<file path="config.mk">
export PLATFORM = sky130hd
export DESIGN_NAME = char_lcd_4bit_command_sequencer
export DESIGN_NICKNAME = d
export VERILOG_FILES = /design/src/rtl/lcd4_pkg.sv /design/src/rtl/lcd4_front.sv /design/src/rtl/lcd4_queue.sv /design/src/rtl/lcd4_back.sv /design/src/rtl/char_lcd_4bit_command_sequencer.sv
export SDC_FILE = /design/constraint.sdc
export NUM_CORES = 1
export LEC_CHECK = 0
export BUFFER_PORTS_ARGS = -buffer_cell sky130_fd_sc_hd__buf_2
export CAP_MARGIN = 5
export CORE_MARGIN = 2
export CORE_UTILIZATION = 40
export CTS_CLUSTER_DIAMETER = 200
export DETAILED_ROUTE_END_ITERATION = 8
export GPL_ROUTABILITY_DRIVEN = 0
export PLACE_DENSITY = 0.62
export SYNTH_ARGS = -nofsm -noshare
export SYNTH_HDL_FRONTEND = slang
export SYNTH_SLANG_ARGS = --single-unit
</file>
<file path="constraint.sdc">
create_clock -name clk_i -period 4.9 [get_ports clk_i]
set_input_delay 0.245 -clock clk_i [delete_from_list [all_inputs] [get_ports clk_i]]
set_output_delay 0.245 -clock clk_i [all_outputs]
set_load 0.005 [all_outputs]
</file>
<file path="src/rtl/lcd4_pkg.sv">
`timescale 1ns / 1ps
package lcd4_pkg;

  localparam int unsigned CFG_IDX_W = 4;
  localparam int unsigned WAIT_W    = 16;
  localparam int unsigned QDEPTH    = 2;
  localparam int unsigned QPTR_W    = $clog2(QDEPTH);
  localparam int unsigned QCNT_W    = $clog2(QDEPTH + 1);

  localparam logic [CFG_IDX_W-1:0] REG_SETUP  = CFG_IDX_W'(0);
  localparam logic [CFG_IDX_W-1:0] REG_WARMUP = CFG_IDX_W'(1);
  localparam logic [CFG_IDX_W-1:0] REG_INIT   = CFG_IDX_W'(2);
  localparam logic [CFG_IDX_W-1:0] REG_CLEAR  = CFG_IDX_W'(3);

  typedef enum logic [2:0] {
    OP_INIT   = 3'd0,
    OP_SEND   = 3'd1,
    OP_CURSOR = 3'd2,
    OP_CLEAR  = 3'd3,
    OP_HOME   = 3'd4,
    OP_MODE   = 3'd5
  } op_e;

  typedef enum logic [1:0] {
    JOB_INIT  = 2'd0,
    JOB_BYTE  = 2'd1,
    JOB_CLEAR = 2'd2,
    JOB_HOME  = 2'd3
  } job_kind_e;

  // Fixed command list walked by init; clear starts at 0x01, home at 0x02.
  localparam logic [2:0] SEQ_FIRST = 3'd0;
  localparam logic [2:0] SEQ_CLEAR = 3'd3;
  localparam logic [2:0] SEQ_HOME  = 3'd4;
  localparam logic [2:0] SEQ_LAST  = 3'd4;

  localparam logic [3:0] PRE_LAST  = 4'd10;
  localparam logic [3:0] BYTE_LAST = 4'd8;

  localparam logic [7:0] CMD_SET_DDRAM = 8'h80;

  typedef struct packed {
    logic [2:0] op;
    logic       is_data;
    logic [7:0] data_byte;
    logic [1:0] row;
    logic [5:0] col;
    logic [1:0] display_mode;
  } in_req_t;

  typedef struct packed {
    logic              rs_pin;
    logic              en_pin;
    logic [3:0]        data_nibble;
    logic [WAIT_W-1:0] wait_units;
    logic              last;
  } out_req_t;

  typedef struct packed {
    job_kind_e  kind;
    logic       rs;
    logic [7:0] cmd;
  } job_t;

  typedef struct packed {
    logic [WAIT_W-1:0] setup_wait;
    logic [WAIT_W-1:0] warmup_wait;
    logic [WAIT_W-1:0] init_wait;
    logic [WAIT_W-1:0] clear_wait;
  } cfg_t;

  function automatic logic [7:0] row_base(input logic [1:0] row);
    logic [7:0] b;
    case (row)
      2'd0:    b = 8'h00;
      2'd1:    b = 8'h40;
      2'd2:    b = 8'h14;
      default: b = 8'h54;
    endcase
    return b;
  endfunction

  function automatic logic [7:0] mode_cmd(input logic [1:0] mode);
    logic [7:0] c;
    case (mode)
      2'd0:    c = 8'h08;
      2'd1:    c = 8'h0C;
      2'd2:    c = 8'h0E;
      default: c = 8'h0F;
    endcase
    return c;
  endfunction

  function automatic logic [7:0] seq_cmd(input logic [2:0] idx);
    logic [7:0] c;
    case (idx)
      3'd0:    c = 8'h28;
      3'd1:    c = 8'h0C;
      3'd2:    c = 8'h06;
      3'd3:    c = 8'h01;
      default: c = 8'h02;
    endcase
    return c;
  endfunction

endpackage

</file>
<file path="src/rtl/lcd4_front.sv">
`timescale 1ns / 1ps
module lcd4_front import lcd4_pkg::*; (
  input  logic    clk_i,
  input  logic    rst_ni,
  input  logic    in_valid_i,
  output logic    in_ready_o,
  input  in_req_t in_req_i,
  output logic    job_valid_o,
  input  logic    job_ready_i,
  output job_t    job_o
);

  logic valid_q, valid_d;
  job_t job_q, job_d;
  logic usable;
  logic take;

  // Classify the request into a job for the back end
  always_comb begin
    usable = 1'b1;
    job_d  = job_q;
    case (in_req_i.op)
      OP_INIT: begin
        job_d.kind = JOB_INIT;
        job_d.rs   = 1'b0;
        job_d.cmd  = 8'h00;
      end
      OP_SEND: begin
        job_d.kind = JOB_BYTE;
        job_d.rs   = in_req_i.is_data;
        job_d.cmd  = in_req_i.data_byte;
      end
      OP_CURSOR: begin
        job_d.kind = JOB_BYTE;
        job_d.rs   = 1'b0;
        job_d.cmd  = CMD_SET_DDRAM | row_base(in_req_i.row) | {2'b00, in_req_i.col};
      end
      OP_CLEAR: begin
        job_d.kind = JOB_CLEAR;
        job_d.rs   = 1'b0;
        job_d.cmd  = 8'h00;
      end
      OP_HOME: begin
        job_d.kind = JOB_HOME;
        job_d.rs   = 1'b0;
        job_d.cmd  = 8'h00;
      end
      OP_MODE: begin
        job_d.kind = JOB_BYTE;
        job_d.rs   = 1'b0;
        job_d.cmd  = mode_cmd(in_req_i.display_mode);
      end
      default: usable = 1'b0; // unused codes: accept and drop
    endcase
  end

  assign in_ready_o = !valid_q || job_ready_i;
  assign take       = in_valid_i && in_ready_o;

  always_comb begin
    valid_d = valid_q;
    if (take && usable) begin
      valid_d = 1'b1;
    end else if (job_ready_i) begin
      valid_d = 1'b0;
    end
  end

  always_ff @(posedge clk_i or negedge rst_ni) begin
    if (!rst_ni) begin
      valid_q <= 1'b0;
    end else begin
      valid_q <= valid_d;
    end
  end

  always_ff @(posedge clk_i) begin
    if (take && usable) begin
      job_q <= job_d;
    end
  end

  assign job_valid_o = valid_q;
  assign job_o       = job_q;

endmodule

</file>
<file path="src/rtl/lcd4_queue.sv">
`timescale 1ns / 1ps
module lcd4_queue import lcd4_pkg::*; (
  input  logic clk_i,
  input  logic rst_ni,
  input  logic push_valid_i,
  output logic push_ready_o,
  input  job_t push_job_i,
  output logic pop_valid_o,
  input  logic pop_ready_i,
  output job_t pop_job_o
);

  job_t              mem_q [QDEPTH];
  logic [QPTR_W-1:0] wr_ptr_q, wr_ptr_d;
  logic [QPTR_W-1:0] rd_ptr_q, rd_ptr_d;
  logic [QCNT_W-1:0] count_q, count_d;
  logic              push, pop;

  assign push_ready_o = count_q != QCNT_W'(QDEPTH);
  assign pop_valid_o  = count_q != '0;
  assign push         = push_valid_i && push_ready_o;
  assign pop          = pop_valid_o && pop_ready_i;
  assign pop_job_o    = mem_q[rd_ptr_q];

  always_comb begin
    wr_ptr_d = push ? QPTR_W'((wr_ptr_q + 1'b1) % QDEPTH) : wr_ptr_q;
    rd_ptr_d = pop  ? QPTR_W'((rd_ptr_q + 1'b1) % QDEPTH) : rd_ptr_q;
    count_d  = count_q;
    if (push && !pop) begin
      count_d = count_q + 1'b1;
    end else if (pop && !push) begin
      count_d = count_q - 1'b1;
    end
  end

  always_ff @(posedge clk_i or negedge rst_ni) begin
    if (!rst_ni) begin
      wr_ptr_q <= '0;
      rd_ptr_q <= '0;
      count_q  <= '0;
    end else begin
      wr_ptr_q <= wr_ptr_d;
      rd_ptr_q <= rd_ptr_d;
      count_q  <= count_d;
    end
  end

  always_ff @(posedge clk_i) begin
    if (push) begin
      mem_q[wr_ptr_q] <= push_job_i;
    end
  end

endmodule

</file>
<file path="src/rtl/lcd4_back.sv">
`timescale 1ns / 1ps
module lcd4_back import lcd4_pkg::*; (
  input  logic     clk_i,
  input  logic     rst_ni,
  input  cfg_t     cfg_i,
  input  logic     job_valid_i,
  output logic     job_ready_o,
  input  job_t     job_i,
  output logic     out_valid_o,
  input  logic     out_ready_i,
  output out_req_t out_req_o
);

  typedef enum logic [2:0] {
    ST_IDLE = 3'b001,
    ST_PRE  = 3'b010,
    ST_BYTE = 3'b100
  } state_e;

  state_e     state_q, state_d;
  job_t       job_q;
  logic [3:0] step_q, step_d;
  logic [2:0] idx_q, idx_d;
  logic       rs_q, rs_d;
  logic       en_q, en_d;
  logic [3:0] nib_q, nib_d;
  logic       out_valid_q, out_valid_d;
  out_req_t   out_q, out_d;

  logic              emit;
  logic              load;
  logic              is_last;
  logic [WAIT_W-1:0] wait_val;
  logic [7:0]        cur_cmd;
  logic              cur_rs;

  assign emit        = (state_q != ST_IDLE) && (!out_valid_q || out_ready_i);
  assign job_ready_o = state_q == ST_IDLE;
  assign load        = job_valid_i && job_ready_o;

  assign cur_cmd = (job_q.kind == JOB_BYTE) ? job_q.cmd : seq_cmd(idx_q);
  assign cur_rs  = (job_q.kind == JOB_BYTE) ? job_q.rs  : 1'b0;
  assign is_last = (state_q == ST_BYTE) && (step_q == BYTE_LAST) &&
                   ((job_q.kind == JOB_BYTE) || (idx_q == SEQ_LAST));

  // Pin levels after the current write
  always_comb begin
    rs_d     = rs_q;
    en_d     = en_q;
    nib_d    = nib_q;
    wait_val = '0;
    case (state_q)
      ST_PRE: begin
        case (step_q)
          4'd0: nib_d = 4'h0;
          4'd1: begin
            rs_d     = 1'b0;
            en_d     = 1'b0;
            wait_val = cfg_i.warmup_wait;
          end
          4'd2: begin
            rs_d     = 1'b0;
            wait_val = cfg_i.init_wait;
          end
          4'd3, 4'd7:        nib_d = 4'h2;
          4'd5, 4'd9:        en_d  = 1'b1;
          default:           en_d  = 1'b0;
        endcase
      end
      ST_BYTE: begin
        case (step_q)
          4'd0: begin
            rs_d     = cur_rs;
            wait_val = cfg_i.setup_wait;
          end
          4'd1:       nib_d = cur_cmd[7:4];
          4'd5:       nib_d = cur_cmd[3:0];
          4'd3, 4'd7: en_d  = 1'b1;
          default:    en_d  = 1'b0;
        endcase
        if (is_last && (job_q.kind != JOB_BYTE)) begin
          wait_val = cfg_i.clear_wait;
        end
      end
      default: ;
    endcase
  end

  always_comb begin
    state_d = state_q;
    step_d  = step_q;
    idx_d   = idx_q;
    case (state_q)
      ST_IDLE: begin
        if (load) begin
          step_d = '0;
          case (job_i.kind)
            JOB_INIT: begin
              state_d = ST_PRE;
              idx_d   = SEQ_FIRST;
            end
            JOB_CLEAR: begin
              state_d = ST_BYTE;
              idx_d   = SEQ_CLEAR;
            end
            JOB_HOME: begin
              state_d = ST_BYTE;
              idx_d   = SEQ_HOME;
            end
            default: begin
              state_d = ST_BYTE;
              idx_d   = SEQ_LAST;
            end
          endcase
        end
      end
      ST_PRE: begin
        if (emit) begin
          if (step_q == PRE_LAST) begin
            state_d = ST_BYTE;
            step_d  = '0;
          end else begin
            step_d = step_q + 1'b1;
          end
        end
      end
      ST_BYTE: begin
        if (emit) begin
          if (is_last) begin
            state_d = ST_IDLE;
          end else if (step_q == BYTE_LAST) begin
            step_d = '0;
            idx_d  = idx_q + 1'b1;
          end else begin
            step_d = step_q + 1'b1;
          end
        end
      end
      default: state_d = ST_IDLE;
    endcase
  end

  always_comb begin
    out_valid_d = out_valid_q;
    out_d       = out_q;
    if (emit) begin
      out_valid_d       = 1'b1;
      out_d.rs_pin      = rs_d;
      out_d.en_pin      = en_d;
      out_d.data_nibble = nib_d;
      out_d.wait_units  = wait_val;
      out_d.last        = is_last;
    end else if (out_ready_i) begin
      out_valid_d = 1'b0;
    end
  end

  always_ff @(posedge clk_i or negedge rst_ni) begin
    if (!rst_ni) begin
      state_q     <= ST_IDLE;
      step_q      <= '0;
      idx_q       <= '0;
      rs_q        <= 1'b0;
      en_q        <= 1'b0;
      nib_q       <= '0;
      out_valid_q <= 1'b0;
    end else begin
      state_q     <= state_d;
      step_q      <= step_d;
      idx_q       <= idx_d;
      out_valid_q <= out_valid_d;
      if (emit) begin
        rs_q  <= rs_d;
        en_q  <= en_d;
        nib_q <= nib_d;
      end
    end
  end

  always_ff @(posedge clk_i) begin
    out_q <= out_d;
    if (load) begin
      job_q <= job_i;
    end
  end

  assign out_valid_o = out_valid_q;
  assign out_req_o   = out_q;

  a_pre_step: assert property (@(posedge clk_i) disable iff (!rst_ni)
    state_q == ST_PRE |-> step_q <= PRE_LAST)
    else $error("preamble step out of range");

  a_byte_step: assert property (@(posedge clk_i) disable iff (!rst_ni)
    state_q == ST_BYTE |-> step_q <= BYTE_LAST)
    else $error("byte step out of range");

  a_pre_init: assert property (@(posedge clk_i) disable iff (!rst_ni)
    state_q == ST_PRE |-> job_q.kind == JOB_INIT)
    else $error("preamble outside init");

  a_last_idle: assert property (@(posedge clk_i) disable iff (!rst_ni)
    emit && is_last |=> state_q == ST_IDLE)
    else $error("sequencer busy after final write");

  a_seq_idx: assert property (@(posedge clk_i) disable iff (!rst_ni)
    state_q == ST_BYTE |-> idx_q <= SEQ_LAST)
    else $error("command list index out of range");

endmodule

</file>
<file path="src/rtl/char_lcd_4bit_command_sequencer.sv">
`timescale 1ns / 1ps
// Channel   Direction  Handshake              Payload
// in        input      in_valid_i/in_ready_o  in_req_i  (in_req_t, one op)
// out       output     out_valid_o/out_ready_i out_req_o (out_req_t, one pin write)
// cfg       input      cfg_valid_i/cfg_ready_o cfg_index_i, cfg_data_i
//
// The back-end sequencer produces one pin write per cycle while out_ready_i
// does not stall it; an op is loaded only while the back end is idle, then
// issues its pin writes in turn. Unused op codes are taken and dropped.
// Reset drives the held pin levels low and the wait registers to their defaults.
// A stalled output holds the sequencer; the front stage and a two-entry
// job queue keep taking ops until both are full.
module char_lcd_4bit_command_sequencer import lcd4_pkg::*; (
  input  logic                 clk_i,
  input  logic                 rst_ni,
  input  logic                 in_valid_i,
  output logic                 in_ready_o,
  input  in_req_t              in_req_i,
  output logic                 out_valid_o,
  input  logic                 out_ready_i,
  output out_req_t             out_req_o,
  input  logic                 cfg_valid_i,
  output logic                 cfg_ready_o,
  input  logic [CFG_IDX_W-1:0] cfg_index_i,
  input  logic [WAIT_W-1:0]    cfg_data_i
);

  cfg_t cfg_q, cfg_d;
  logic f_valid, f_ready;
  job_t f_job;
  logic q_valid, q_ready;
  job_t q_job;

  assign cfg_ready_o = 1'b1;

  always_comb begin
    cfg_d = cfg_q;
    if (cfg_valid_i) begin
      case (cfg_index_i)
        REG_SETUP:  cfg_d.setup_wait  = cfg_data_i;
        REG_WARMUP: cfg_d.warmup_wait = cfg_data_i;
        REG_INIT:   cfg_d.init_wait   = cfg_data_i;
        REG_CLEAR:  cfg_d.clear_wait  = cfg_data_i;
        default: ; // drop writes beyond the register list
      endcase
    end
  end

  always_ff @(posedge clk_i or negedge rst_ni) begin
    if (!rst_ni) begin
      cfg_q.setup_wait  <= WAIT_W'(400);
      cfg_q.warmup_wait <= WAIT_W'(10000);
      cfg_q.init_wait   <= WAIT_W'(15000);
      cfg_q.clear_wait  <= WAIT_W'(30000);
    end else begin
      cfg_q <= cfg_d;
    end
  end

  lcd4_front u_front (
    .clk_i       (clk_i),
    .rst_ni      (rst_ni),
    .in_valid_i  (in_valid_i),
    .in_ready_o  (in_ready_o),
    .in_req_i    (in_req_i),
    .job_valid_o (f_valid),
    .job_ready_i (f_ready),
    .job_o       (f_job)
  );

  lcd4_queue u_queue (
    .clk_i        (clk_i),
    .rst_ni       (rst_ni),
    .push_valid_i (f_valid),
    .push_ready_o (f_ready),
    .push_job_i   (f_job),
    .pop_valid_o  (q_valid),
    .pop_ready_i  (q_ready),
    .pop_job_o    (q_job)
  );

  lcd4_back u_back (
    .clk_i       (clk_i),
    .rst_ni      (rst_ni),
    .cfg_i       (cfg_q),
    .job_valid_i (q_valid),
    .job_ready_o (q_ready),
    .job_i       (q_job),
    .out_valid_o (out_valid_o),
    .out_ready_i (out_ready_i),
    .out_req_o   (out_req_o)
  );

endmodule
</file>
==> impl_results.md, run 1 <==
- Largest family of logic cells by synthesized area: multiplexers
- Primary FF master, synth: edfxtp_1
- Rows: 47
- # IOs: 73
- Post-synth top area cell: edfxtp_1
- Max FO, Critical Path: 24
- HPWL Detailed: 9.43 mm
- Yosys cell types: 63
- Post-CTS Setup Inserts: 0
- Die Y: 135 um
- Synth Net Count: 579
- Core ar.: 16700 sq um
- Synth top area share: 29.3%
- Fin nets: 649
- Setup TNS: 0 ns
- IO buf count: 71
- Largest net degree at the start of global routing: 82
- Top cells by count, synth: mux2_2 (79), edfxtp_1 (67), dfrtp_1 (63), nand2_1 (40), a22oi_1 (35)
- Post-DR wirelength/cell: 16.9 um
- # DRC: 0
- WHS Endpoint: u_front.job_valid_o$_DFFE_PN0P_
- Post-synthesis mux area share: 13.1%
- Tcrit/Tclk final: 55.9%
- First-pass iteration count of the detailed router: 5
- Post-DP Area: 7410 sq um
- Layout cells sized above 1: 35.9%
- Tot Pwr: 4.68 mW
- Least-Margin Pin Slew: 1.13 ns
- Syn_area_per_cell: 13.2 sq um
- Final count of pins violating max slew: 0
- Fraction of registers with async set/reset: 56.2%
- Clk_lat worst skew: 0.41 ns
- Vias in the first global route: 4679
- Setup crit end kind: flip-flop
- Final setup viols: 0
- Clock sink count: 153
- Clock-pin slew of the registers on the worst-case setup and hold paths: 0.06 ns
- Setup CP Type: flip-flop to flip-flop
- Post-route ant nets: 0
- Power per standard cell area: 583 nW/um^2
- Synth Area in Simple Gates: 8.37%
- Compound-Gate Fraction of Synth Area: 11.8%
- Clock buffer depth: 2
- Worst hold path class: primary input to flip-flop
- Initial antenna violation count: 0
- Post-synth EDFFs: 67
- Cell area after synthesis: 6870 sq um
- Reg-to-Reg Start: u_back.state_q[1]$_DFFE_PN0P_
- Fmax achieved: 0.365 GHz
- Max-cap violations: 0
- Routed WL: 14.0 mm
- Minimum clock period: 2.74 ns
- CTS tree: yes
- R2R setup slack: 2.16 ns
- Outcome: finished clean
- Worst Setup Start Kind: flip-flop
- Area share of fa/ha/maj cells after synthesis: 1.82%
- Layout fillers: 1497
- Crit path required time: 5.14 ns
- GRT Residual Overflow: 0
- Gr usage total: 16.6%
- P&R area growth vs syn: 16.9%
- FF+latch count, synth: 153
- Seq/Total Area, Yosys: 61.1%
- Synthesized instance count: 522
- Max-slew headroom: 24.5%
- Reg-to-reg endpoint: u_back.out_req_o[2]$_DFFE_PP_
- Global-route wire length before repair: 23.4 mm
- Initial DRC count: 319
- Hold wc startpoint: in_valid_i
- Clock Skews: 0.00837 ns
- Antenna cells: 0
- RSZ-0062 raised after global routing: no
- Vias/cell: 5.33
- H-Tree Depth: 4
- Ys Warns: 0
- Fin area: 8030 sq um
- Most common cell in the netlist: mux2_2
- Starting density of the core: 41.1%
- Top post-synthesis cells by area: edfxtp_1 (29%), dfrtp_1 (23%), mux2_2 (13%), dfstp_2 (8.8%), a22oi_1 (3.8%)
- Final hold viol count: 0
- Total CTS buffers: 17
- Crit path DAT: 2.97 ns
- Cell leakage power: 3.20 nW
- DR vias: 4401
- Die Wd: 135 um
- Die area: 18200 sq um
- Synth Area in XOR/XNOR: 1.02%
- Worst reg-to-reg path cell count: 4
- Hold Path Depth: 3
- Peak VDD IR: 0.000311 V
- CTS root buf: clkbuf_16
[cells in the final DEF, fill, tap and decap left out, types with 3 or more instances in the layout]
master,Yosys,routed
buf_4,5,6
bufinv_16,0,4
inv_1,16,16
o21ai_0,21,21
nor3b_1,4,4
xnor2_1,5,5
mux2_2,79,79
dfrtp_1,63,63
nand2b_1,5,5
dfstp_2,23,23
nor2b_1,8,8
ha_1,10,10
clkbuf_16,0,17
and2_1,3,3
edfxtp_1,67,67
o2bb2ai_1,3,3
a31oi_1,4,4
o22ai_1,18,18
a22oi_1,35,35
a21oi_1,13,13
buf_2,4,70
xor2_1,3,3
nor3_1,4,4
nand2_1,40,40
o211ai_1,3,3
clkinv_2,0,3
nor2_1,20,20
and3_1,6,6
[critical path, cell delays in order, from the launching register on]
cell and delay [ns]:
dfrtp_1 0.47, or3_1 0.86, nor3_4 0.82, a22oi_1 0.18, o22ai_1 0.21
[metrics by stage]
stage	utilization, %	hold WS, ns	instances	setup slack, ns
finish	48.1	0.0432	825	2.16
detailed placement	44.4	0.0563	792	2.18
global route	48.1	0.0363	825	2.02
global placement	44.4	0.0537	792	2.33
CTS	48.1	0.0277	825	2.18
floorplan	-	-0.0506	522	2.78
[how the worst max path moves through the flow]
stage | from | slack (ns) | end
after floorplan | u_back.state_q[0]$_DFFE_PN1P_ | 2.78 | u_queue.count_q[1]$_DFFE_PN0P_
after global placement | u_back.state_q[1]$_DFFE_PN0P_ | 2.33 | u_back.out_req_o[4]$_DFFE_PP_
after detailed placement | u_back.state_q[1]$_DFFE_PN0P_ | 2.18 | u_back.out_req_o[9]$_DFFE_PP_
after CTS | u_back.state_q[1]$_DFFE_PN0P_ | 2.18 | u_back.out_req_o[8]$_DFFE_PP_
after global routing | u_back.state_q[1]$_DFFE_PN0P_ | 2.02 | u_back.out_req_o[2]$_DFFE_PP_
final | u_back.state_q[1]$_DFFE_PN0P_ | 2.16 | u_back.out_req_o[2]$_DFFE_PP_
[sequential cells by signal, indices dropped and copies added, names as in the netlist, 3 cells and up]
| signal | count |
|---|---|
| u_front.job_o | 11 |
| u_back.step_q | 4 |
| u_back.job_q | 11 |
| u_queue.mem_q | 22 |
| u_back.out_req_o | 23 |
| u_back.nib_q | 4 |
| cfg_q | 64 |
| u_back.idx_q | 3 |
| u_back.state_q | 3 |
[per-layer routing]
layer | vias to the layer above | track usage [%] | wire, um
met5 | - | 0 | 0
met4 | 0 | 5.32 | 182
met3 | 20 | 4.54 | 654
met2 | 113 | 27.6 | 6800
met1 | 2190 | 21.2 | 6320
li1 | 2078 | - | -
[power by group]
part	total [mW]	internal [mW]	leakage, nW	switching, mW
registers	2.08	1.85	1.67	0.227
logic	1.26	0.548	1.24	0.711
clock network	1.34	0.848	0.293	0.495
[cells by family (layout without fill, tap and decap cells)]
family                     Yosys count  after routing
AOI/OAI and AO/OA                  119            119
muxes                               80             80
and+or+nand+nor                    108            108
DFF                                153            153
other                                1              1
adders and majority gates           10             10
buffers and inverters               43            126
xor gates and xnor gates             8              8
[layout make-up]
cell class / count / area [sq um] / area share, %
clock buffer: 19 / 433 / 5.39
clock inverter: 13 / 175 / 2.18
tap: 220 / 275 / 3.43
multi-input combinational: 326 / 2480 / 30.9
timing repair buffer: 77 / 405 / 5.05
inverter: 17 / 63.8 / 0.795
sequential: 153 / 4190 / 52.2
[what timing repair did]
| item | CTS | global route |
|---|---|---|
| gates resized for setup | 0 | 0 |
| endpoints found under the hold margin | 5 | 0 |
| setup endpoints to repair | 0 | 0 |
| hold buffers | 1 | 0 |
Note: power is estimated with default switching activity, not from simulation.
==> inputs of run 2 (changes only) <==
--- a/config.mk
+++ b/config.mk
@@ -5,6 +5,7 @@
 export SDC_FILE = /design/constraint.sdc
 export NUM_CORES = 1
 export LEC_CHECK = 0
+export ABC_AREA = 1
 export BUFFER_PORTS_ARGS = -buffer_cell sky130_fd_sc_hd__buf_2
 export CAP_MARGIN = 5
 export CORE_MARGIN = 2
==> constraint.sdc (replaced) <==
create_clock -name clk_i -period 2.9 [get_ports clk_i]
set_input_delay 0.145 -clock clk_i [delete_from_list [all_inputs] [get_ports clk_i]]
set_output_delay 0.145 -clock clk_i [all_outputs]
set_load 0.005 [all_outputs]
==> run 2 against run 1 <==
Effect of this change: global-route usage grew 0.96 points; critical path depth grew 6; non-clock buffer count grew 19; register-to-register slack lost 1.3 ns; final cell count grew 33%; wire length grew 11%; fmax grew 31%; critical path type unchanged; critical endpoint is now u_back.out_req_o[9]$_DFFE_PP_; highest routed layer unchanged.
==> impl_results.md, run 2 <==
- Outcome: finished clean
- Fmax achieved: 0.479 GHz (+31%)
- Fin nets: 918 (+41%)
- Initial DRC count: 403 (+26%)
- Top post-synthesis cells by area: edfxtp_1 (28%), dfrtp_1 (22%), nand2_1 (16%), dfstp_2 (8.5%), o21ai_0 (5.7%)
- Top cells by count, synth: nand2_1 (299), o21ai_0 (81), inv_1 (74), edfxtp_1 (67), dfrtp_1 (63)
- Max-cap violations: 0 (unchanged)
- Post-DR wirelength/cell: 14.1 um (-17%)
- Levels on crit path: 10 (+6)
- Starting density of the core: 41.0% (-0.077 points)
- Gr usage total: 17.6% (+0.96 points)
- Clock Skews: 0.00642 ns (-0.00194 ns)
- CP startpoint: u_back.step_q[0]$_DFFE_PN0P_
- Ys Warns: 0 (unchanged)
- # IOs: 73 (unchanged)
- RSZ-0062 raised after global routing: no
- Most common cell after layout, fill and taps aside: nand2_1
- Clock buffer depth: 2 (unchanged)
- Reg-to-Reg Start: u_back.step_q[0]$_DFFE_PN0P_
- Fraction of registers with async set/reset: 56.2% (unchanged)
- Crit path largest cell delay: 0.44 ns (-0.42 ns)
- Crit path required time: 3.19 ns (-1.95 ns)
- Critical Path, Cell by Cell: inv_1 > ha_1 > nand3_4 > nor2_4 > nand2_4 > nor2_8 > inv_2 > nand2_1 > nand3_1 > nand2_1
- Largest family of logic cells by synthesized area: simple AND/OR/NAND/NOR gates
- Synth Net Count: 833 (+44%)
- Least-Margin Pin Slew: 0.847 ns (-0.285 ns)
- IO buf count: 71 (unchanged)
- H-Tree Depth: 4 (unchanged)
- Power per standard cell area: 873 nW/um^2 (+50%)
- CTS tree: yes
- Max-slew headroom: 43.3% (+19 points)
- Synth top area share: 28.3% (-0.96 points)
- Post-synth EDFFs: 67 (unchanged)
- Post-synthesis mux area share: 0% (-13 points)
- Setup crit end kind: flip-flop
- Setup TNS: 0 ns (unchanged)
- Routed WL: 15.4 mm (+11%)
- Die Y: 137 um (+1.6%)
- Synth Area in Simple Gates: 22.6% (+14 points)
- Die Wd: 137 um (+1.6%)
- Synthesized instance count: 776 (+49%)
- Primary FF master, synth: edfxtp_1
- Worst hold path class: primary input to flip-flop
- Clk_lat worst skew: 0.43 ns (+0.02 ns)
- Compound-Gate Fraction of Synth Area: 9.24% (-2.5 points)
- Reg-to-reg endpoint: u_back.out_req_o[9]$_DFFE_PP_
- Seq/Total Area, Yosys: 59.1% (-2.0 points)
- Worst reg-to-reg path cell count: 10 (+6)
- Clock sink count: 153 (unchanged)
- Cts hold-fix bufs: 12 (+11)
- Rows: 48 (+2.1%)
- Yosys cell types: 36 (-43%)
- Peak VDD IR: 0.000426 V (+37%)
- Vias in the first global route: 5053 (+8.0%)
- Antenna cells: 0 (unchanged)
- HPWL Detailed: 9.92 mm (+5.2%)
- Synth Area in XOR/XNOR: 0.617% (-0.40 points)
- Worst Setup Start Kind: flip-flop
- Final setup viols: 0 (unchanged)
- Top reg by flops: cfg_q
- Max FO, Critical Path: 17 (-29%)
- R2R setup slack: 0.81 ns (-1.35 ns)
- Setup CP Type: flip-flop to flip-flop
- Layout cells sized above 1: 18.1% (-18 points)
- CP most frequent cell: nand2_1
- Area share of fa/ha/maj cells after synthesis: 1.76% (-0.059 points)
- Worst path buffer plus inverter count: 2 (+2)
- Vias/cell: 4.82 (-9.6%)
- # DRC: 0 (unchanged)
- Minimum clock period: 2.09 ns (-0.650 ns)
- Post-route ant nets: 0 (unchanged)
- Syn_area_per_cell: 9.15 sq um (-30%)
- DR vias: 5298 (+20%)
- Global-route wire length before repair: 25.5 mm (+8.9%)
- Final count of pins violating max slew: 0 (unchanged)
- P&R area growth vs syn: 17.7%
- Core ar.: 17300 sq um (+3.6%)
- Post-CTS Setup Inserts: 0 (unchanged)
- Initial antenna violation count: 0 (unchanged)
- Cell leakage power: 4.01 nW (+25%)
- Most frequent cells in the layout: nand2_1 (299), o21ai_0 (81), inv_1 (74)
- Hold Path Depth: 3 (unchanged)
- Tot Pwr: 7.29 mW (+56%)
- Post-synth top area cell: edfxtp_1
- Total CTS buffers: 17 (unchanged)
- Most common cell in the netlist: nand2_1
- Tcrit/Tclk final: 72.0% (+16 points)
- FF+latch count, synth: 153 (unchanged)
- Clock-pin slew of the registers on the worst-case setup and hold paths: 0.06 ns (about the same)
- First-pass iteration count of the detailed router: 5 (unchanged)
- Max reg flops: 64 (unchanged)
- Die area: 18800 sq um (+3.3%)
- Final hold viol count: 0 (unchanged)
- GRT Residual Overflow: 0 (unchanged)
- Kind of cell adding the most delay to the critical path: simple AND/OR/NAND/NOR gates
- Setup crit end: u_back.out_req_o[9]$_DFFE_PP_
- CTS root buf: clkbuf_16
- Largest net degree at the start of global routing: 56 (-32%)
- Post_cts resized: 0 (unchanged)
- Crit path DAT: 2.38 ns (-0.59 ns)
- Slowest-stage cell, CP: dfrtp_1
- Cell area after synthesis: 7100 sq um (+3.4%)
run 2: cell types whose count changed in the layout (fill, tap and decap cells not counted), sizes merged, moves of 8 or more:
cell	delta
a22oi	-35
a32o	+15
nand3	+46
mux2	-79
dlygate4sd3	+11
buf	+8
inv	+66
nand2	+262
o21ai	+64
nor2b	-8
a21oi	-8
o22ai	-18
run 2: power by group:
part	internal (mW)	switching, mW	leakage (nW)
combinational	0.660	1.25	2.07
clock	1.10	0.926	0.247
sequential	3.05	0.307	1.69
run 2: cell families (layout without fill, tap and decap cells):
kind of cell,after synthesis,in the layout
flip-flops,153,153
XOR/XNOR,5,5
buffers and inverters,112,210
AO/OA/AOI/OAI,112,112
adder cells (fa/ha/maj),10,10
AND/OR/NAND/NOR,383,383
other,1,1
run 2: tightest hold or removal path, cell delays in order:
cell	delay [ns]
buf_2	0.07
o21ai_0	0.10
nand2_1	0.08
run 2: cell type report:
cell class,instances,area (sq um)
flip-flops and latches,153,4190
well taps,225,282
clock inverters,15,119
multi-input cells,511,2430
clock buffers,17,425
inverters,82,313
fillers,1630,8940
repair buffers,96,588
run 2: worst min-delay path by stage:
stage / endpoint / from / slack (ns)
finish: u_front.job_valid_o$_DFFE_PN0P_ / in_valid_i / 0.003
global route: cfg_q[14]$_DFFE_PN1P_ / cfg_data_i[14] / 0.01
CTS: u_front.job_valid_o$_DFFE_PN0P_ / in_valid_i / 0.00004
detailed placement: u_queue.rd_ptr_q$_DFFE_PN0P_ / rst_ni / 0.26
global placement: u_queue.rd_ptr_q$_DFFE_PN0P_ / rst_ni / 0.26
floorplan: cfg_q[0]$_DFFE_PN0P_ / rst_ni / -0.15
run 2: metrics by stage:
step | setup slack [ns] | area [sq um] | hold slack [ns] | utilization, % | instances
after global placement | 0.916 | 7690 | 0.265 | 44.5 | 1055
final | 0.812 | 8350 | 0.00286 | 48.3 | 1099
after global routing | 0.582 | 8350 | 0.0123 | 48.3 | 1099
after floorplan | 0.774 | 7100 | -0.151 | - | 776
after CTS | 0.811 | 8350 | 0.0000438 | 48.3 | 1099
after detailed placement | 0.825 | 7690 | 0.262 | 44.5 | 1055
run 2: metal layers:
layer	wire [um]	part of all wire (%)	up-vias	global-route usage [%]
met5	0	0	-	0
met4	215	1.4	0	6.87
met3	755	4.9	22	3.90
met1	7560	49	2425	25.1
met2	6910	45	150	26.0
li1	-	-	2701	-
